### config.mk
export PLATFORM = sky130hd
export DESIGN_NAME = udpq_ctrl
export DESIGN_NICKNAME = d
export VERILOG_FILES = /design/src/design/udpq_pkg.sv /design/src/design/udpq_ctrl.sv
export SDC_FILE = /design/constraint.sdc
export NUM_CORES = 1
export LEC_CHECK = 0
export ABC_CLOCK_PERIOD_IN_PS = 1400
export BUFFER_PORTS_ARGS = -buffer_cell sky130_fd_sc_hd__buf_2
export CAP_MARGIN = 20
export CORE_MARGIN = 2
export CORE_UTILIZATION = 30
export DETAILED_ROUTE_END_ITERATION = 8
export GPL_TIMING_DRIVEN = 0
export SETUP_SLACK_MARGIN = 0.1
export SLEW_MARGIN = 20
export SYNTH_ARGS = -nofsm -noshare
export SYNTH_HDL_FRONTEND = slang
export SYNTH_SLANG_ARGS = --single-unit
### constraint.sdc
create_clock -name clk -period 1.4 [get_ports clk]
set_input_delay 0.35 -clock clk [delete_from_list [all_inputs] [get_ports clk]]
set_output_delay 0.35 -clock clk [all_outputs]
set_load 0.005 [all_outputs]
### src/design/udpq_pkg.sv
// ----------------------------------------------------------------------------
// udpq_pkg
// shared types and constants of the udp query rate filter
// ----------------------------------------------------------------------------
package udpq_pkg;

	localparam int TABLE_ENTRIES = 1024;
	localparam int IDX_W         = $clog2(TABLE_ENTRIES);
	localparam int FILL_W        = IDX_W + 1;
	localparam int ADDR_W        = 5;

	// register indexes
	localparam logic [2:0] REG_SERVICE_PORT = 3'd0;
	localparam logic [2:0] REG_WINDOW_NS    = 3'd1;
	localparam logic [2:0] REG_BURST_GAP_NS = 3'd2;
	localparam logic [2:0] REG_MAX_QUERIES  = 3'd3;
	localparam logic [2:0] REG_MAX_HEAVY    = 3'd4;
	localparam logic [2:0] REG_MAX_SCORE    = 3'd5;
	localparam logic [2:0] REG_LIGHT_COST   = 3'd6;
	localparam logic [2:0] REG_HEAVY_COST   = 3'd7;

	// verdict reasons
	localparam logic [2:0] REASON_NONE    = 3'd0;
	localparam logic [2:0] REASON_ALLOWED = 3'd1;
	localparam logic [2:0] REASON_BAD_IP  = 3'd2;
	localparam logic [2:0] REASON_BOGON   = 3'd3;
	localparam logic [2:0] REASON_BAD_UDP = 3'd4;
	localparam logic [2:0] REASON_RATE    = 3'd5;

	// opcode characters
	localparam logic [7:0] OP_INFO  = 8'h69;
	localparam logic [7:0] OP_RULES = 8'h72;
	localparam logic [7:0] OP_CLIST = 8'h63;
	localparam logic [7:0] OP_DINFO = 8'h64;
	localparam logic [7:0] OP_PING  = 8'h70;
	localparam logic [7:0] OP_XCMD  = 8'h78;

	localparam logic [31:0] QUERY_MAGIC  = 32'h5341_4D50;
	localparam logic [15:0] ETYPE_IPV4   = 16'h0800;
	localparam logic [7:0]  PROTO_UDP    = 8'd17;
	localparam logic [15:0] FRAG_MASK    = 16'h3fff;
	localparam logic [15:0] EPHEM_PORT   = 16'd49152;
	localparam logic [15:0] BURST_PENALTY = 16'd6;

	typedef struct packed {
		logic [15:0] frame_length;
		logic [15:0] ether_type;
		logic [3:0]  header_words;
		logic [15:0] frag_field;
		logic [7:0]  ip_protocol;
		logic [31:0] source_address;
		logic [15:0] udp_length;
		logic [15:0] dest_port;
		logic [15:0] src_port;
		logic [31:0] payload_magic;
		logic [7:0]  opcode_char;
		logic [63:0] arrival_ns;
	} query_t;

	typedef struct packed {
		logic       drop;
		logic [2:0] reason;
	} verdict_t;

	typedef struct packed {
		logic [15:0] service_port;
		logic [31:0] window_ns;
		logic [31:0] burst_gap_ns;
		logic [7:0]  max_queries;
		logic [7:0]  max_heavy;
		logic [15:0] max_score;
		logic [7:0]  light_cost;
		logic [7:0]  heavy_cost;
	} cfg_t;

	typedef struct packed {
		logic [31:0]      source;
		logic [63:0]      window_start;
		logic [63:0]      last_seen;
		logic [7:0]       queries;
		logic [7:0]       heavy;
		logic [15:0]      score;
		logic [IDX_W-1:0] age;
	} slot_t;

	typedef struct packed {
		logic load;
		logic emit_early;
		logic idx_clr;
		logic idx_inc;
		logic rd_search;
		logic decide;
		logic calc1;
		logic calc2;
		logic rd_age;
		logic wr_age;
		logic wr_slot;
	} cmd_t;

	typedef struct packed {
		logic early;
		logic fill_zero;
		logic idx_last;
	} status_t;

	typedef enum logic [3:0] {
		ST_IDLE,
		ST_CHECK,
		ST_SEARCH,
		ST_SEARCH_END,
		ST_DECIDE,
		ST_CALC1,
		ST_CALC2,
		ST_AGE_RD,
		ST_AGE_WR,
		ST_WRITE
	} state_t;

endpackage

### src/design/udpq_ctrl.sv
// ----------------------------------------------------------------------------
// udpq_ctrl
// sequencer for header check, table scan, score update and aging sweep
// ----------------------------------------------------------------------------
module udpq_ctrl (
	input  logic                clk,
	input  logic                arst_n,
	input  logic                start,
	input  udpq_pkg::status_t   status,
	output udpq_pkg::cmd_t      cmd,
	output logic                busy
);
	import udpq_pkg::*;

	state_t state_q;
	state_t state_nxt;

	always_ff @(posedge clk or negedge arst_n) begin
		if (!arst_n) begin
			state_q <= ST_IDLE;
		end else begin
			state_q <= state_nxt;
		end
	end

	assign busy = (state_q != ST_IDLE);

	always_comb begin
		state_nxt = state_q;
		cmd       = '0;
		case (state_q)
			ST_IDLE: begin
				if (start) begin
					cmd.load  = 1'b1;
					state_nxt = ST_CHECK;
				end
			end
			ST_CHECK: begin
				cmd.idx_clr = 1'b1;
				if (status.early) begin
					cmd.emit_early = 1'b1;
					state_nxt      = ST_IDLE;
				end else if (status.fill_zero) begin
					state_nxt = ST_DECIDE;
				end else begin
					state_nxt = ST_SEARCH;
				end
			end
			ST_SEARCH: begin
				cmd.rd_search = 1'b1;
				cmd.idx_inc   = 1'b1;
				if (status.idx_last) begin
					state_nxt = ST_SEARCH_END;
				end
			end
			// last read data is compared here
			ST_SEARCH_END: begin
				state_nxt = ST_DECIDE;
			end
			ST_DECIDE: begin
				cmd.decide  = 1'b1;
				cmd.idx_clr = 1'b1;
				state_nxt   = ST_CALC1;
			end
			ST_CALC1: begin
				cmd.calc1 = 1'b1;
				state_nxt = ST_CALC2;
			end
			ST_CALC2: begin
				cmd.calc2 = 1'b1;
				state_nxt = status.fill_zero ? ST_WRITE : ST_AGE_RD;
			end
			ST_AGE_RD: begin
				cmd.rd_age = 1'b1;
				state_nxt  = ST_AGE_WR;
			end
			ST_AGE_WR: begin
				cmd.wr_age  = 1'b1;
				cmd.idx_inc = 1'b1;
				state_nxt   = status.idx_last ? ST_WRITE : ST_AGE_RD;
			end
			ST_WRITE: begin
				cmd.wr_slot = 1'b1;
				state_nxt   = ST_IDLE;
			end
			default: begin
				state_nxt = ST_IDLE;
			end
		endcase
	end

endmodule

* Yosys cells after proc, flatten, opt, wreduce, memory -nomap -nowiden *
Index checks and enable logic that the tools add are counted.

word-level totals
  register bits after elaboration = 4
  bits in latches = 0
  RAM bits = 0
  bits in read-only memories = 0
  bits of input ports = 6
  output and inout port bits = 12
  word-level logic and storage cells = 37
  memories kept = 0

cells by class
  add/subtract/negate cells = 0
  multiply operators = 0
  div/mod/pow operators = 0
  order comparisons = 0
  eq/ne operators = 11
  shift-type cells = 0
  muxes and demuxes = 20
  bitwise operators = 0
  reduce and logical (&&, ||, !) cells = 5

operators with widths
  kind                                                                    count
  4-bit case mux with 9 select lines                                      1
  4-bit 2-to-1 mux                                                        5
  4-bit by 3-bit equality test with 1-bit output (second input constant)  4
  1-bit 2-to-1 mux                                                        13
  4-bit by 2-bit equality test with 1-bit output (second input constant)  2
  4-bit equality test (second input constant)                             2
  4-bit by 1-bit equality test with 1-bit output (second input constant)  1
  4-bit logical NOT                                                       1
  2-bit inequality test (second input constant)                           2
  4-bit nonzero test                                                      1
  2-bit OR reduction                                                      2
  3-bit 2-to-1 mux                                                        1
  2-bit AND reduction                                                     1

* Longest topological paths before layout *
Gate-level depths: netlist of run 1.

  word-level depth = 3
  depth in mapped cells = 5

* Least setup slack after synthesis of run 1 *
No wires, ideal clock.

  kind = flip-flop to output port
  start = reg state_q[2]
  end = out cmd[10] in the netlist's numbering
  data arrival time = 0.870 ns
  slack = 0.180 ns
  stages on the path, launching flop included = 4
  path buffers = 1
  cells stage by stage = dfrtp_1 > buf_6 > nor2_1 > and3_1

RTL lines
  item                    line             RTL
  from (decl)             udpq_ctrl.sv:15  state_t state_q;
  from (signal assigned)  udpq_ctrl.sv:22  state_q <= state_nxt;
  to (decl)               udpq_ctrl.sv:10  output udpq_pkg::cmd_t cmd,

==> out/qor.yml, run 1 <==
placement:
  hpwl_um: 700
  dp.cells: 81
  place_area_sq_um: 502
  place.gp.congestion: 0.746
  io_buffers: 17
job:
  maxCapViolCount: 0
setup_path:
  critPathLaunchType: "register"
  r2r_setup_slack_ns: 0.06
  crit_path_end_kind: "output port"
  rr_worst_depth: 6
  crit_fanout: 6
  critPathRequiredTime_ns: 1.05
  worstSetupPathType: "reg -> out"
  arrival_ns: 1.19
run_status:
  violations: "setup timing"
  run_status: "finished, violations left"
synthesis:
  yosys_warnings: 0
  ys_ff_latch: 4
  yosysMostFrequentCell: "nor2_1"
  netlist.area_leader.share_pct: 25.2
  synthArstFlopShare_pct: 100
  synth_commonest_cells: "nor2_1, nand2_1, dfrtp_1, nor3_1"
  syn_avg_cell_area_sq_um: 8.12
  synth_cell_types: 21
  synth_fp_nets: 55
  synth.area.top_cells: "dfrtp_1, nor2_1, buf_6, nor3_2, nand2_1"
  synth_area_leader_cell: "dfrtp_1"
  synth-edff-count: 0
  syn_inst: 49
  syn-cell-area_sq_um: 398
  synthFlopType: "dfrtp_1"
  yosysSeqAreaShare_pct: 25.2
detailed_routing:
  first_pass_iters: 5
  vias: 452
  route.detailed.drc: 0
  routed-wl-met3_um: 72
  drt-total-wl_um: 1060
  drt-vias-per-instance: 4.66
  drt_iter0_drc: 9
  drtAntennaViolNets: 0
  wl_met2_um: 485
  top_layer_used: "met3"
  routedWlPerCell_um: 10.9
  wl_met1_um: 504
min_path:
  hold_path_class: "in -> reg"
  whs_path_depth: 3
sta:
  period_share_pct: 110
  fmax_mhz: 648
  fin_ws_ns: -0.143
  worstMarginPinSlew_ns: 0.218
  slew_headroom_pct: 85.3
  rsz0062_at_grt: "yes"
  clock_skew_ns: 0.00686
  slew_violations: 0
  setup_viol: 12
  min_period_ns: 1.54
  hold_viol: 0
layout:
  final_core_util_pct: 52.9
  max_flop_register: "state_q"
  nNetsFinal: 90
  diodes: 0
  fillCellCount: 123
  layout-drive-gt1-share_pct: 58.5
  final_area_sq_um: 671
  syn_to_final_growth_pct: 68.6
  multi_input_area_sq_um: 290
  largest_reg_flops: 4
  reg_top3: "state_q x4"
  regArea_sq_um: 101
  fin_cells: 97
pwr:
  p_total_mw: 1.39
  leakagePower_nw: 0.329
  irDropWorstVdd_v: 0.000923
  power.density_nw_per_um2: 2070
global_route:
  overflow: 0
  antenna_found_initial: 0
  grt_use_total_pct: 16.3
  grt_pass1_vias: 369
  grt_pass1_wl_um: 1660
  grt_start_max_net_pins: 8
floorplanning:
  die_y_um: 40.4
  io_pins: 18
  design.die.area_sq_um: 1630
  rows: 13
  fp.dieW_um: 40.4
  initial_utilization_pct: 31.4
  coreArea_sq_um: 1270
clocking:
  cts-buffers-inserted: 3
  numClockSinks: 4
  clkTransAtPathRegs_ns: 0.04
  cts_htree_levels: 1
  cts_tree: "done"
  clock_path_buffers: 2
  insertion_delay_ns: 0.24
  cts-root-buf: "clkbuf_4"
[layout make-up]
class                      count  share of cell area [%]
buffer                         4                    7.28
inverter                       1                   0.560
sequential                     4                    15.1
tap                           15                    2.80
clock buffer                   3                    3.36
multi-input combinational     40                    43.3
timing repair buffer          30                    27.6
[critical path, stage by stage (launching register included)]
cell,delay (ns)
dfrtp_2,0.44
buf_8,0.15
xnor2_1,0.11
nor3_1,0.12
buf_2,0.14
[stage by stage]
stage / TNS (ns) / worst slack [ns] / hold slack, ns
2_1_floorplan: 0 / 0.180 / 0.0544
3_3_place_gp: 0 / 0.0317 / 0.156
3_5_place_dp: 0 / 0.0410 / 0.158
4_1_cts: -1.06 / -0.148 / 0.393
5_1_grt: -1.77 / -0.187 / 0.418
6_report: -0.932 / -0.143 / 0.413
[layout by cell type (no fill, tap or decap), types with 2 or more instances in the layout]
cell | synthesis | routed
clkbuf_4 | 0 | 3
o21ai_1 | 2 | 2
dfrtp_1 | 4 | 3
nor2_1 | 9 | 7
nand2b_1 | 2 | 2
xnor2_1 | 2 | 2
buf_2 | 0 | 17
nor3_2 | 3 | 2
nand2b_4 | 1 | 3
buf_4 | 0 | 12
nand2_1 | 6 | 6
a21oi_1 | 2 | 2
nor3_1 | 4 | 4
nor2_4 | 0 | 3
buf_6 | 3 | 3
[worst paths after layout]
check	from	endpoint
worst max register to register	state_q[2]	state_q[2]
worst max-delay path	state_q[0]	cmd[8]
worst min register to register	state_q[3]	state_q[1]
worst min-delay path	status[0]	state_q[3]
min in group asynchronous	arst_n	state_q[3]
max in group asynchronous	arst_n	state_q[0]
[report_power, final]
group	internal (mW)	switching (mW)	total, mW
sequential	0.165	0.0480	0.213
combinational	0.548	0.483	1.03
clock	0.0958	0.0471	0.143
total	0.809	0.578	1.39
[cells by family (layout without fill, tap and decap cells)]
family | after synthesis | count (layout) | synth area share (%)
buffers and inverters | 5 | 38 | 13.2
xor gates and xnor gates | 2 | 2 | 4.40
AOI/OAI and AO/OA | 7 | 7 | 11.3
DFF | 4 | 4 | 25.2
and+or+nand+nor | 31 | 31 | 45.9
[timing repair]
item,4_1_cts,5_1_grt
setup endpoints to repair,12,13
resized for setup,6,4
hold buffers,1,0
setup buffers,8,5
pin swaps,7,7
hold endpoints to repair,4,0
[layer usage]
layer / vias to the layer above / global-route usage [%]
met5: - / 0
li1: 236 / -
met3: 0 / 8.33
met1: 200 / 20.4
met4: 0 / 2.50
met2: 16 / 25.0
No activity file was read; power rests on OpenSTA's default activity.
==> inputs of run 2 (changes only) <==
Settings changed: ABC_CLOCK_PERIOD_IN_PS 1400 to 1300, PLACE_DENSITY set to 0.67.
Clock period 1.4 ns to 1.3 ns, I/O delays scaled along.
==> out/qor.yml, run 2 (synthesis results as in run 1) <==
layout:
  final_area_sq_um: 682  # +1.7%
  final_core_util_pct: 53.7  # +0.89 points
  syn_to_final_growth_pct: 71.4
  regArea_sq_um: 101  # unchanged
  diodes: 0  # unchanged
  max_flop_register: "state_q"
  layout-drive-gt1-share_pct: 62.2  # +3.7 points
  layout_common_cells: "buf_2, buf_4, nand2_1"
  multi_input_area_sq_um: 298  # +2.6%
  fillCellCount: 128  # +4.1%
  layout_commonest_cell: "buf_2"
  nNetsFinal: 90  # unchanged
  reg_top3: "state_q x4"
  largest_reg_flops: 4  # unchanged
setup_path:
  critPathLaunchType: "register"
  arrival_ns: 1.19  # about the same
  reg2reg_from: "state_q[0]"
  critPathSlowestCell: "dfrtp_2"
  r2r_setup_slack_ns: 0.03  # -0.03 ns
  worstSetupPathType: "reg -> out"
  crit_fanout: 6  # unchanged
  crit_path_end_kind: "output port"
  worstPathCellList: "buf_8 > xnor2_1 > nor3_1 > buf_2"
  crit_start: "state_q[0]"
  rr_worst_depth: 6  # unchanged
  critPathRequiredTime_ns: 0.98  # -0.07 ns
  rr_endpoint: "state_q[2]"
  max_stage_delay_ns: 0.44  # about the same
detailed_routing:
  drtAntennaViolNets: 0  # unchanged
  routedWlPerCell_um: 11.8  # +7.7%
  vias: 472  # +4.4%
  route.detailed.drc: 0  # unchanged
  drt-vias-per-instance: 4.87  # +4.4%
  drt_iter0_drc: 6  # -3
  first_pass_iters: 4  # -1
  drt-total-wl_um: 1140  # +7.7%
pwr:
  irDropWorstVdd_v: 0.000805  # -13%
  power.density_nw_per_um2: 2260  # +9.1%
  p_total_mw: 1.54  # +11%
  leakagePower_nw: 0.334  # +1.6%
sta:
  fmax_mhz: 659
  min_period_ns: 1.52
  slew_violations: 0  # unchanged
  clock_skew_ns: 0.00540  # -0.00146 ns
  tns_ns: -1.88  # -0.949 ns
  period_share_pct: 117
  worstMarginPinSlew_ns: 0.248  # +0.0300 ns
  setup_viol: 12  # unchanged
  fin_ws_ns: -0.218  # -0.0754 ns
  hold_viol: 0  # unchanged
  rsz0062_at_grt: "yes"
  slew_headroom_pct: 83.3  # -2.0 points
global_route:
  grt_start_max_net_pins: 9  # +1
  grt_use_total_pct: 17.8  # +1.5 points
  overflow: 0  # unchanged
  antenna_found_initial: 0  # unchanged
  grt_pass1_vias: 410  # +11%
  grt_pass1_wl_um: 1810  # +9.1%
min_path:
  whs_path_depth: 3  # unchanged
  holdCritStartpoint: "status[0]"
  hold_path_end: "state_q[3]"
  hold_path_class: "in -> reg"
floorplanning:
  die_y_um: 40.4  # unchanged
  design.die.area_sq_um: 1630  # unchanged
  io_pins: 18  # unchanged
  rows: 13  # unchanged
  initial_utilization_pct: 31.4  # unchanged
  fp.dieW_um: 40.4  # unchanged
  coreArea_sq_um: 1270  # unchanged
placement:
  place_area_sq_um: 502  # unchanged
  hpwl_um: 718  # +2.6%
  dp_slack_ns: -0.0351  # -0.0761 ns
  io_buffers: 17  # unchanged
  place.gp.congestion: 0.767  # +2.8%
clocking:
  insertion_delay_ns: 0.24  # about the same
  numClockSinks: 4  # unchanged
  cts-root-buf: "clkbuf_4"
  cts_tree: "done"
  cts-buffers-inserted: 3  # unchanged
  clock_path_buffers: 2  # unchanged
  cts_htree_levels: 1  # unchanged
  clkTransAtPathRegs_ns: 0.04  # about the same
run_status:
  run_status: "finished, violations left"
  violations: "setup timing"
job:
  maxCapViolCount: 0  # unchanged
-- run 2: cell count changes in the layout (fill, tap and decap cells not counted) --
cell	previous run	this run
nor2_2	0	3
nor2_1	7	4
buf_4	12	11
buf_6	3	4
-- run 2: area by class of cell --
class,count,area share [%]
Tap cell,15,2.75
Inverter,1,0.550
Clock buffer,3,3.30
Buffer,4,7.16
Sequential cell,4,14.9
Multi-Input combinational cell,40,43.7
Timing Repair Buffer,30,27.7
-- run 2: how the worst max path moves through the flow --
stage	end	slack [ns]	cells after the start
CTS	cmd[8]	-0.21	4
global route	cmd[7]	-0.31	4
floorplan	cmd[10]	0.10	3
detailed placement	cmd[10]	-0.04	4
finish	cmd[8]	-0.22	4
global placement	cmd[10]	-0.05	4
-- run 2: routing by layer --
| metal | global-route usage [%] | vias up | part of all wire, % |
|---|---|---|---|
| met1 | 17.9 | 208 | 40 |
| met5 | 0 | - | 0 |
| met2 | 31.3 | 24 | 49 |
| li1 | - | 236 | - |
| met4 | 13.3 | 0 | 2.5 |
| met3 | 3.89 | 4 | 8.3 |
-- run 2: worst max-delay path, delay by kind of cell, from the launching register on --
family	cells	cell delay [ns]
and+or+nand+nor	1	0.12
buffers and inverters	2	0.28
xor gates and xnor gates	1	0.12
DFF	1	0.44
-- run 2: through the flow --
stage | hold slack (ns) | std cells
after CTS | 0.377 | 95
after global routing | 0.413 | 97
after detailed placement | 0.136 | 81
final | 0.387 | 97
after global placement | 0.129 | 81
after floorplan | 0.0294 | 49
-- run 2: power by group --
part           internal [mW]  total (mW)  switching (mW)
Combinational          0.610        1.15           0.540
Clock                  0.103       0.154          0.0506
Sequential             0.178       0.236          0.0575
Total                  0.891        1.54           0.648
-- run 2: timing repair --
| action | in CTS | in global routing |
|---|---|---|
| resized for setup | 8 | 6 |
| pin swaps | 8 | 2 |
| hold endpoints to repair | 4 | 0 |
| setup buffers | 10 | 2 |
| endpoints found under the setup margin | 12 | 15 |
| hold buffers | 1 | 0 |
