`src/design/udpq_pkg.sv`:
```
// ----------------------------------------------------------------------------
// udpq_pkg
// shared types and constants of the udp query rate filter
// ----------------------------------------------------------------------------
package udpq_pkg;

	localparam int TABLE_ENTRIES = 1024;
	localparam int IDX_W         = $clog2(TABLE_ENTRIES);
	localparam int FILL_W        = IDX_W + 1;
	localparam int ADDR_W        = 5;

	// register indexes
	localparam logic [2:0] REG_SERVICE_PORT = 3'd0;
	localparam logic [2:0] REG_WINDOW_NS    = 3'd1;
	localparam logic [2:0] REG_BURST_GAP_NS = 3'd2;
	localparam logic [2:0] REG_MAX_QUERIES  = 3'd3;
	localparam logic [2:0] REG_MAX_HEAVY    = 3'd4;
	localparam logic [2:0] REG_MAX_SCORE    = 3'd5;
	localparam logic [2:0] REG_LIGHT_COST   = 3'd6;
	localparam logic [2:0] REG_HEAVY_COST   = 3'd7;

	// verdict reasons
	localparam logic [2:0] REASON_NONE    = 3'd0;
	localparam logic [2:0] REASON_ALLOWED = 3'd1;
	localparam logic [2:0] REASON_BAD_IP  = 3'd2;
	localparam logic [2:0] REASON_BOGON   = 3'd3;
	localparam logic [2:0] REASON_BAD_UDP = 3'd4;
	localparam logic [2:0] REASON_RATE    = 3'd5;

	// opcode characters
	localparam logic [7:0] OP_INFO  = 8'h69;
	localparam logic [7:0] OP_RULES = 8'h72;
	localparam logic [7:0] OP_CLIST = 8'h63;
	localparam logic [7:0] OP_DINFO = 8'h64;
	localparam logic [7:0] OP_PING  = 8'h70;
	localparam logic [7:0] OP_XCMD  = 8'h78;

	localparam logic [31:0] QUERY_MAGIC  = 32'h5341_4D50;
	localparam logic [15:0] ETYPE_IPV4   = 16'h0800;
	localparam logic [7:0]  PROTO_UDP    = 8'd17;
	localparam logic [15:0] FRAG_MASK    = 16'h3fff;
	localparam logic [15:0] EPHEM_PORT   = 16'd49152;
	localparam logic [15:0] BURST_PENALTY = 16'd6;

	typedef struct packed {
		logic [15:0] frame_length;
		logic [15:0] ether_type;
		logic [3:0]  header_words;
		logic [15:0] frag_field;
		logic [7:0]  ip_protocol;
		logic [31:0] source_address;
		logic [15:0] udp_length;
		logic [15:0] dest_port;
		logic [15:0] src_port;
		logic [31:0] payload_magic;
		logic [7:0]  opcode_char;
		logic [63:0] arrival_ns;
	} query_t;

	typedef struct packed {
		logic       drop;
		logic [2:0] reason;
	} verdict_t;

	typedef struct packed {
		logic [15:0] service_port;
		logic [31:0] window_ns;
		logic [31:0] burst_gap_ns;
		logic [7:0]  max_queries;
		logic [7:0]  max_heavy;
		logic [15:0] max_score;
		logic [7:0]  light_cost;
		logic [7:0]  heavy_cost;
	} cfg_t;

	typedef struct packed {
		logic [31:0]      source;
		logic [63:0]      window_start;
		logic [63:0]      last_seen;
		logic [7:0]       queries;
		logic [7:0]       heavy;
		logic [15:0]      score;
		logic [IDX_W-1:0] age;
	} slot_t;

	typedef struct packed {
		logic load;
		logic emit_early;
		logic idx_clr;
		logic idx_inc;
		logic rd_search;
		logic decide;
		logic calc1;
		logic calc2;
		logic rd_age;
		logic wr_age;
		logic wr_slot;
	} cmd_t;

	typedef struct packed {
		logic early;
		logic fill_zero;
		logic idx_last;
	} status_t;

	typedef enum logic [3:0] {
		ST_IDLE,
		ST_CHECK,
		ST_SEARCH,
		ST_SEARCH_END,
		ST_DECIDE,
		ST_CALC1,
		ST_CALC2,
		ST_AGE_RD,
		ST_AGE_WR,
		ST_WRITE
	} state_t;

endpackage

```
`src/design/udpq_regs.sv`:
```
// ----------------------------------------------------------------------------
// udpq_regs
// configuration registers behind the apb-style port
// ----------------------------------------------------------------------------
module udpq_regs (
	input  logic                       clk,
	input  logic                       arst_n,
	input  logic                       psel,
	input  logic                       penable,
	input  logic                       pwrite,
	input  logic [udpq_pkg::ADDR_W-1:0] paddr,
	input  logic [31:0]                pwdata,
	output logic [31:0]                prdata,
	output udpq_pkg::cfg_t             cfg
);
	import udpq_pkg::*;

	cfg_t       cfg_q;
	logic       wr_en;
	logic [2:0] idx;

	assign wr_en = psel & penable & pwrite;
	assign idx   = paddr[4:2];
	assign cfg   = cfg_q;

	always_ff @(posedge clk or negedge arst_n) begin
		if (!arst_n) begin
			cfg_q.service_port <= 16'd7777;
			cfg_q.window_ns    <= 32'd2000000000;
			cfg_q.burst_gap_ns <= 32'd50000000;
			cfg_q.max_queries  <= 8'd7;
			cfg_q.max_heavy    <= 8'd2;
			cfg_q.max_score    <= 16'd40;
			cfg_q.light_cost   <= 8'd3;
			cfg_q.heavy_cost   <= 8'd12;
		end else if (wr_en) begin
			case (idx)
				REG_SERVICE_PORT: cfg_q.service_port <= pwdata[15:0];
				REG_WINDOW_NS:    cfg_q.window_ns    <= pwdata;
				REG_BURST_GAP_NS: cfg_q.burst_gap_ns <= pwdata;
				REG_MAX_QUERIES:  cfg_q.max_queries  <= pwdata[7:0];
				REG_MAX_HEAVY:    cfg_q.max_heavy    <= pwdata[7:0];
				REG_MAX_SCORE:    cfg_q.max_score    <= pwdata[15:0];
				REG_LIGHT_COST:   cfg_q.light_cost   <= pwdata[7:0];
				REG_HEAVY_COST:   cfg_q.heavy_cost   <= pwdata[7:0];
				default: ;
			endcase
		end
	end

	always_comb begin
		case (idx)
			REG_SERVICE_PORT: prdata = {16'd0, cfg_q.service_port};
			REG_WINDOW_NS:    prdata = cfg_q.window_ns;
			REG_BURST_GAP_NS: prdata = cfg_q.burst_gap_ns;
			REG_MAX_QUERIES:  prdata = {24'd0, cfg_q.max_queries};
			REG_MAX_HEAVY:    prdata = {24'd0, cfg_q.max_heavy};
			REG_MAX_SCORE:    prdata = {16'd0, cfg_q.max_score};
			REG_LIGHT_COST:   prdata = {24'd0, cfg_q.light_cost};
			REG_HEAVY_COST:   prdata = {24'd0, cfg_q.heavy_cost};
			default:          prdata = 32'd0;
		endcase
	end

endmodule

```
`config.mk`:
```
export PLATFORM = sky130hd
export DESIGN_NAME = udpq_regs
export DESIGN_NICKNAME = d
export VERILOG_FILES = /design/src/design/udpq_pkg.sv /design/src/design/udpq_regs.sv
export SDC_FILE = /design/constraint.sdc
export NUM_CORES = 1
export LEC_CHECK = 0
export BUFFER_PORTS_ARGS = -buffer_cell sky130_fd_sc_hd__buf_2
export CORE_MARGIN = 1.5
export CORE_UTILIZATION = 45
export CTS_BUF_LIST = sky130_fd_sc_hd__clkbuf_2 sky130_fd_sc_hd__clkbuf_4 sky130_fd_sc_hd__clkbuf_8
export CTS_CLUSTER_SIZE = 10
export DETAILED_ROUTE_END_ITERATION = 12
export PLACE_DENSITY = 0.73
export SYNTH_ARGS = -nofsm -noshare
export SYNTH_HDL_FRONTEND = slang
export SYNTH_SLANG_ARGS = --single-unit
```
`constraint.sdc`:
```
create_clock -name clk -period 4.5 [get_ports clk]
set_input_delay 0.9 -clock clk [delete_from_list [all_inputs] [get_ports clk]]
set_output_delay 0.9 -clock clk [all_outputs]
set_load 0.02 [all_outputs]
```
### Word-level counts from Yosys, hierarchy flattened

Cells that the tools add are included.

| operators by class | value |
|---|---|
| reductions and logical operators | 9 |
| mux-type cells | 1 |
| bitwise logic cells | 2 |
| equal/unequal tests | 7 |

Operators with widths:

| cell | count |
|---|---|
| $pmux 32 s8 | 1 |
| $reduce_and 2->1 | 8 |
| $eq 3x3->1 const B | 4 |
| $eq 3x2->1 const B | 2 |
| $eq 3x1->1 const B | 1 |
| $logic_not 3->1 | 1 |
| $and 1x1->1 | 2 |

| storage, ports and cells | value |
|---|---|
| input port bits | 42 |
| register bits after elaboration | 128 |
| output and inout port bits | 160 |

### Longest topological paths before layout

Gate-level depths: netlist of run 1.

| logic depth | value |
|---|---|
| depth after elaboration | 3 |
| gate-level depth with buffers | 7 |
| depth with buffers taken out | 4 |

### Least setup slack after synthesis of run 1

OpenSTA, ideal clock, no wires.

| timing path | value |
|---|---|
| kind | input port to output port |
| start | in paddr[3] in the netlist's numbering |
| end | out prdata[10] |
| slack | 1454 ps |
| stages | 7 |
| arrival time | 2146 ps |
| data required time | 3600 ps |
| cells stage by stage | buf_2 -> nor2b_1 -> clkbuf_1 -> and2_1 -> clkbuf_1 -> nand2_1 -> a21oi_1 |

| between the ends | value |
|---|---|
| word-level cells in the longest chain between the ends | 2 |

RTL lines:

| what | RTL line | source |
|---|---|---|
| from (decl) | udpq_regs.sv:11 | `input logic [udpq_pkg::ADDR_W-1:0] paddr,` |
| $eq 3x3->1, or another cell as far along | udpq_regs.sv:52 | `case (idx)` |
| $pmux 32 s8 (*) | udpq_regs.sv:52 |  |
| to (decl) | udpq_regs.sv:13 | `output logic [31:0] prdata,` |

Every way passes the cells marked *; elsewhere a longest branch is shown, timed or not.

### Worst setup path in the final report of run 1

| timing path | value |
|---|---|
| start | in paddr[3] in the netlist's numbering |
| end | out prdata[21] |

The elaborated chain is that of the path after synthesis.

==> impl_metrics.ini, run 1 <==
[die]
initial_core_util = 0.464
rows = 41
chipHeight_microns = 118
io-pin-count = 202
die_width_microns = 118
floorplan.core_area_sq_mm = 0.0127
die-area_sq_mm = 0.0138

[place]
post-place-cells = 811
portBuffers = 199
dp_hpwl_microns = 10900
place_ws_ns = 0.818
postPlaceCellArea_sq_mm = 0.00707
gp_routability_congestion = 0.811

[clock_network]
tritoncts = done
tritoncts.num_buffers = 17
clock-root-buffer = clkbuf_8
clk_latency_ns = 0.44
cts_max_path_bufs = 2
cts_max_level = 4
cts_sinks = 128
clock_edge_transition_at_the_registers_on_the_reported_setup_and_hold_paths_ns = 0.07
hold_buf_cts = 0
cts_post_setup_buffers_inserted = 0
post_cts.resized_instances = 0

[power]
internal-power_mw = 2.55
power.combinational.fraction = 0.279
seq_power_share = 0.426
clock_share_of_power = 0.294
p_leak_nw = 3.78
power.net_switching_mw = 1.22
p_sw_frac = 0.324
total_power_mw = 3.77
power.density_cell_area_mw_per_mm2 = 502
ir_worst_vdd_uv = 254

[route]
routedWlPerCell_microns = 19.1
antenna_left = 0
vias = 4532
routed_via_density = 5.38
drcViolationCount = 0
drt_iter0_drc = 221
drt-pass1-iter-count = 6
route.final.wire_length_microns = 16000

[setup_path]
path_buf_inv = 3
worstPathCellList = buf_2, nor2b_1, buf_4, a22oi_1, nor2_1, buf_2
critPathMostFrequentCell = buf_2
end_kind = primary output
slowest_delay_ns = 0.65
worst_r2r_startpoint = cfg[62]$_DFFE_PN1P_
critical_path.top_delay_family = buffers and inverters
timing.critical_path.from_type = input port
critical_path.reg2reg.endpoint = cfg[62]$_DFFE_PN1P_
worst-r2r-setup-slack_ns = 3.63
cp.required_ns = 3.60
critical_path.max_fanout = 36
cp_slowest_cell = nor2b_1
worstSetupPathType = input port to primary output
reg2regPathDepth = 2
critPathArrivalTime_ns = 2.80

[run_status]
outcome = completed

[timing]
finalMaxSlewViolations = 0
setup_viol = 0
final.setup.tns_ns = 0
layout_worst_path_cycle_share = 0.821
max_clock_freq_mhz = 271
worst-slew-pin-transition_ns = 1.10
final.min_clock_period_ns = 3.70
postLayoutSetupSlackWorst_ns = 0.803
relSlewSlack = 0.268
final.hold.worst_slack_ns = 0.510
unrepaired_setup_endpoints_after_global_routing = no
finClkSkew_ns = 0
final-hold-violation-count = 0

[hold_path]
whs_path_depth = 2
worstHoldStart = cfg[61]$_DFFE_PN1P_
whs_endpoint = cfg[61]$_DFFE_PN1P_
hold_path.class = flop to flop

[logic_synthesis]
synth.largest_area_cell = dfrtp_1
synth-main-ff-cell = dfrtp_1
async_reset_ff_frac = 1.00
synth_nets = 502
synth_cells = 460
netlist_area_sq_mm = 0.00591
yosys-top-cells-area = dfrtp_1, mux2_2, dfstp_2, mux2i_1, mux2_4
ys_types = 32
yosys.cell_count.top_type = mux2_2
synth-edff-count = 0
area_share_of_the_largest_cell_type_after_synthesis = 0.364
ys_seq_area_frac = 0.551
synth_seq_cells = 128
synth_common_cells = mux2_2, dfrtp_1, dfstp_2
synth.avg_cell_area_sq_um = 12.8
yosys_warnings = 0

[grt]
globalRouteTotalUtil = 0.238
antenna_found_initial = 0
via_count_of_the_first_global_routing_pass = 4489
first_pass_grt_wire_length_microns = 25200
maximum_number_of_pins_on_one_net_before_global_route_repair = 77
gr-total-overflow = 0

[cells_and_area]
non_filler_cells_in_the_finished_layout = 842
area_growth_pct = 27.3
n_antenna_cell = 0
finalCoreUtilization = 0.591
multi_input_comb_area_sq_mm = 0.00249
fin_area_sq_mm = 0.00752
flip_flop_count_of_the_largest_register_after_layout = 128
layout-drive-gt1-share = 0.610
finish.net_count = 700
layout.filler_cells = 1109
ff_latch_area_sq_mm = 0.00326

[run]
max_cap_violations = 0
[worst max-delay path by stage]
stage	endpoint	startpoint	depth (start not counted)
2_1_floorplan	prdata[10]	paddr[3]	7
3_3_place_gp	prdata[28]	paddr[3]	6
3_5_place_dp	prdata[21]	paddr[3]	6
4_1_cts	prdata[21]	paddr[3]	6
5_1_grt	prdata[20]	paddr[3]	6
6_report	prdata[21]	paddr[3]	6
[metal layers]
layer | share of wire | global-route usage
met1 | 0.41 | 0.290
met2 | 0.50 | 0.395
met3 | 0.061 | 0.0664
met4 | 0.024 | 0.105
met5 | 0 | 0
[cell families (layout without fill, tap and decap cells)]
family / after synthesis / after routing / synth area share
DFF: 128 / 128 / 0.551
buffers and inverters: 38 / 248 / 0.0290
and+or+nand+nor: 79 / 79 / 0.0642
AOI/OAI and AO/OA: 72 / 72 / 0.0813
muxes: 143 / 143 / 0.274
[power groups by stage]
stage | combinational [mW] | clock, mW | sequential (mW)
5_1_grt | 1.12 | 1.19 | 1.64
2_1_floorplan | 0.375 | 0 | 1.89
6_report | 1.05 | 1.11 | 1.61
4_1_cts | 1.06 | 1.14 | 1.61
3_3_place_gp | 1.04 | 0 | 1.60
3_5_place_dp | 1.06 | 0 | 1.62
[tightest hold or removal path, cell delays in order, from the launching register on]
cell,delay (ns)
dfstp_2,0.37
inv_1,0.06
o21ai_0,0.08
[cell type report]
type	count	share of cell area
inverter	8	0.00399
tap	172	0.0286
clock buffer	26	0.0434
multi-input combinational	294	0.332
clock inverter	5	0.0166
timing repair buffer	209	0.143
sequential	128	0.433
[layout by cell type, fill, tap and decap left out, types with 2 or more instances in the layout]
cell type    n
nor2_2       4
o22ai_1      7
nor2b_1     10
nand2_1     18
or3_1        2
nand2b_1     4
mux2_2     109
o22a_1       7
mux2_1       2
a22oi_1     16
dfstp_2     42
nor2_1      34
inv_1        8
buf_4       11
buf_2      198
a21oi_1     17
dfrtp_1     86
mux2_4      10
clkbuf_4     5
o21bai_1     8
a211oi_1     7
mux2i_1     22
bufinv_16    4
o21ai_0      8
nor2_4       2
clkbuf_8    21
No activity file was read; power rests on OpenSTA's default activity.
==> run 2, diff against run 1 <==
Settings changed: PLACE_DENSITY 0.73 to 0.76.
Clock period 4.5 ns to 3.21 ns, I/O delays scaled along.
==> run 2 against run 1 <==
Sequential share of layout area is 0.15 points lower. Sequential power up 41%. Non-clock buffer count up 7. Via count up 1.4%. Count of clock-buffer cells in the layout down 4. First-iteration DRC count increased by 49%. Cell count increased by 0.95%. Core utilization is 0.21 points higher. Cell area increased by 0.35%. Critical endpoint is now prdata[1]. Largest cell class unchanged. Highest routed layer unchanged.
==> impl_metrics.ini, run 2 (synthesis results as in run 1) <==
[hold_path]
hold_path.class = input port to asynchronous set/reset pin

[place]
dp_hpwl_microns = 11400
portBuffers = 199
gp_routability_congestion = 0.821
postPlaceCellArea_sq_mm = 0.00715
post-place-cells = 818

[route]
drcViolationCount = 0
vias = 4594
antenna_left = 0
routedWlPerCell_microns = 19.3
route.final.wire_length_microns = 16400
drt-pass1-iter-count = 5
routed_via_density = 5.40
drt_iter0_drc = 330

[timing]
setup_viol = 0
final-hold-violation-count = 0
relSlewSlack = 0.432
max_clock_freq_mhz = 355
final.setup.tns_ns = 0
finClkSkew_ns = 0
worst-slew-pin-transition_ns = 0.852
unrepaired_setup_endpoints_after_global_routing = no
final.min_clock_period_ns = 2.82
layout_worst_path_cycle_share = 0.879
finalMaxSlewViolations = 0

[setup_path]
timing.critical_path.from_type = input port
end_kind = primary output
reg2regPathDepth = 2
critical_path.reg2reg.endpoint = cfg[60]$_DFFE_PN1P_
crit_path_capture = prdata[1]
worstSetupPathType = input port to primary output
worst_r2r_startpoint = cfg[60]$_DFFE_PN1P_
cp-startpoint = paddr[2]
critical_path.max_fanout = 16
cp.required_ns = 2.57
worst-r2r-setup-slack_ns = 2.39
critPathArrivalTime_ns = 2.18

[cells_and_area]
non_filler_cells_in_the_finished_layout = 850
finish.net_count = 707
layout-drive-gt1-share = 0.615
final_common_cell = buf_2
layout.cells.most_common_list = buf_2, mux2_2, dfrtp_1, dfstp_2, nor2_1
n_antenna_cell = 0
flip_flop_count_of_the_largest_register_after_layout = 128
fin_area_sq_mm = 0.00755
area_growth_pct = 27.8

[clock_network]
hold_buf_cts = 0
clk_latency_ns = 0.45
cts_max_level = 4
cts_sinks = 128
tritoncts.num_buffers = 17
cts_post_setup_buffers_inserted = 0
cts_max_path_bufs = 2
tritoncts = done
post_cts.resized_instances = 0
clock-root-buffer = clkbuf_8
clock_edge_transition_at_the_registers_on_the_reported_setup_and_hold_paths_ns = 0.07

[power]
p_leak_nw = 3.79
seq_power_share = 0.442
internal-power_mw = 3.37
ir_worst_vdd_uv = 393
clock_share_of_power = 0.270
power.combinational.fraction = 0.288
power.net_switching_mw = 1.76
power.density_cell_area_mw_per_mm2 = 680
p_sw_frac = 0.343

[grt]
gr-total-overflow = 0
via_count_of_the_first_global_routing_pass = 4709
grt.busiest_layer = met2
global_route.usage.met2 = 0.404
gr-usage-met3 = 0.0640
antenna_found_initial = 0
grtUsageMet1 = 0.294
globalRouteTotalUtil = 0.242
maximum_number_of_pins_on_one_net_before_global_route_repair = 60
first_pass_grt_wire_length_microns = 25700

[die]
die_width_microns = 118
rows = 41
floorplan.core_area_sq_mm = 0.0127
initial_core_util = 0.464
chipHeight_microns = 118
io-pin-count = 202
die-area_sq_mm = 0.0138

[run_status]
outcome = completed

[run]
max_cap_violations = 0
-- run 2: cell type report --
type | count | area, sq um
Clock buffer | 22 | 290
Clock inverter | 10 | 110
Fill cell | 1101 | 5170
Inverter | 8 | 30.0
Multi-Input combinational cell | 294 | 2490
Sequential cell | 128 | 3260
Tap cell | 172 | 215
Timing Repair Buffer | 216 | 1150
-- run 2: worst min-delay path by stage --
stage | to | slack, ns | depth (start not counted)
6_report | cfg[114]$_DFFE_PN0P_ | 0.26 | 1
5_1_grt | cfg[114]$_DFFE_PN0P_ | 0.29 | 1
4_1_cts | cfg[34]$_DFFE_PN0P_ | 0.26 | 1
3_5_place_dp | cfg[61]$_DFFE_PN1P_ | 0.50 | 2
3_3_place_gp | cfg[60]$_DFFE_PN1P_ | 0.50 | 2
2_1_floorplan | cfg[0]$_DFFE_PN0P_ | 0.35 | 0
-- run 2: per-stage QoR --
stage           util  hold WS [ns]  power [mW]  setup slack (ns)
6_report       0.593         0.260        5.13             0.389
5_1_grt        0.593         0.292        5.37             0.343
4_1_cts        0.593         0.260        5.17             0.412
3_5_place_dp   0.562         0.504        3.77             0.417
3_3_place_gp   0.562         0.497        3.71             0.427
2_1_floorplan      -         0.346        3.18             0.680
-- run 2: critical path: stages --
cell,delay [ns]
buf_2,0.22
or3_1,0.78
o22a_1,0.36
buf_2,0.17
-- run 2: layer usage --
metal | routed length, microns | up-vias
li1 | - | 2057
met1 | 6910 | 2312
met2 | 8000 | 187
met3 | 1050 | 38
met4 | 468 | 0
met5 | 0 | -
-- run 2: power groups by stage --
stage / sequential, mW / combinational (mW) / clock [mW]
after global placement: 2.25 / 1.46 / 0
after global routing: 2.31 / 1.57 / 1.50
final: 2.27 / 1.48 / 1.39
after CTS: 2.27 / 1.49 / 1.42
after detailed placement: 2.29 / 1.48 / 0
after floorplan: 2.65 / 0.526 / 0
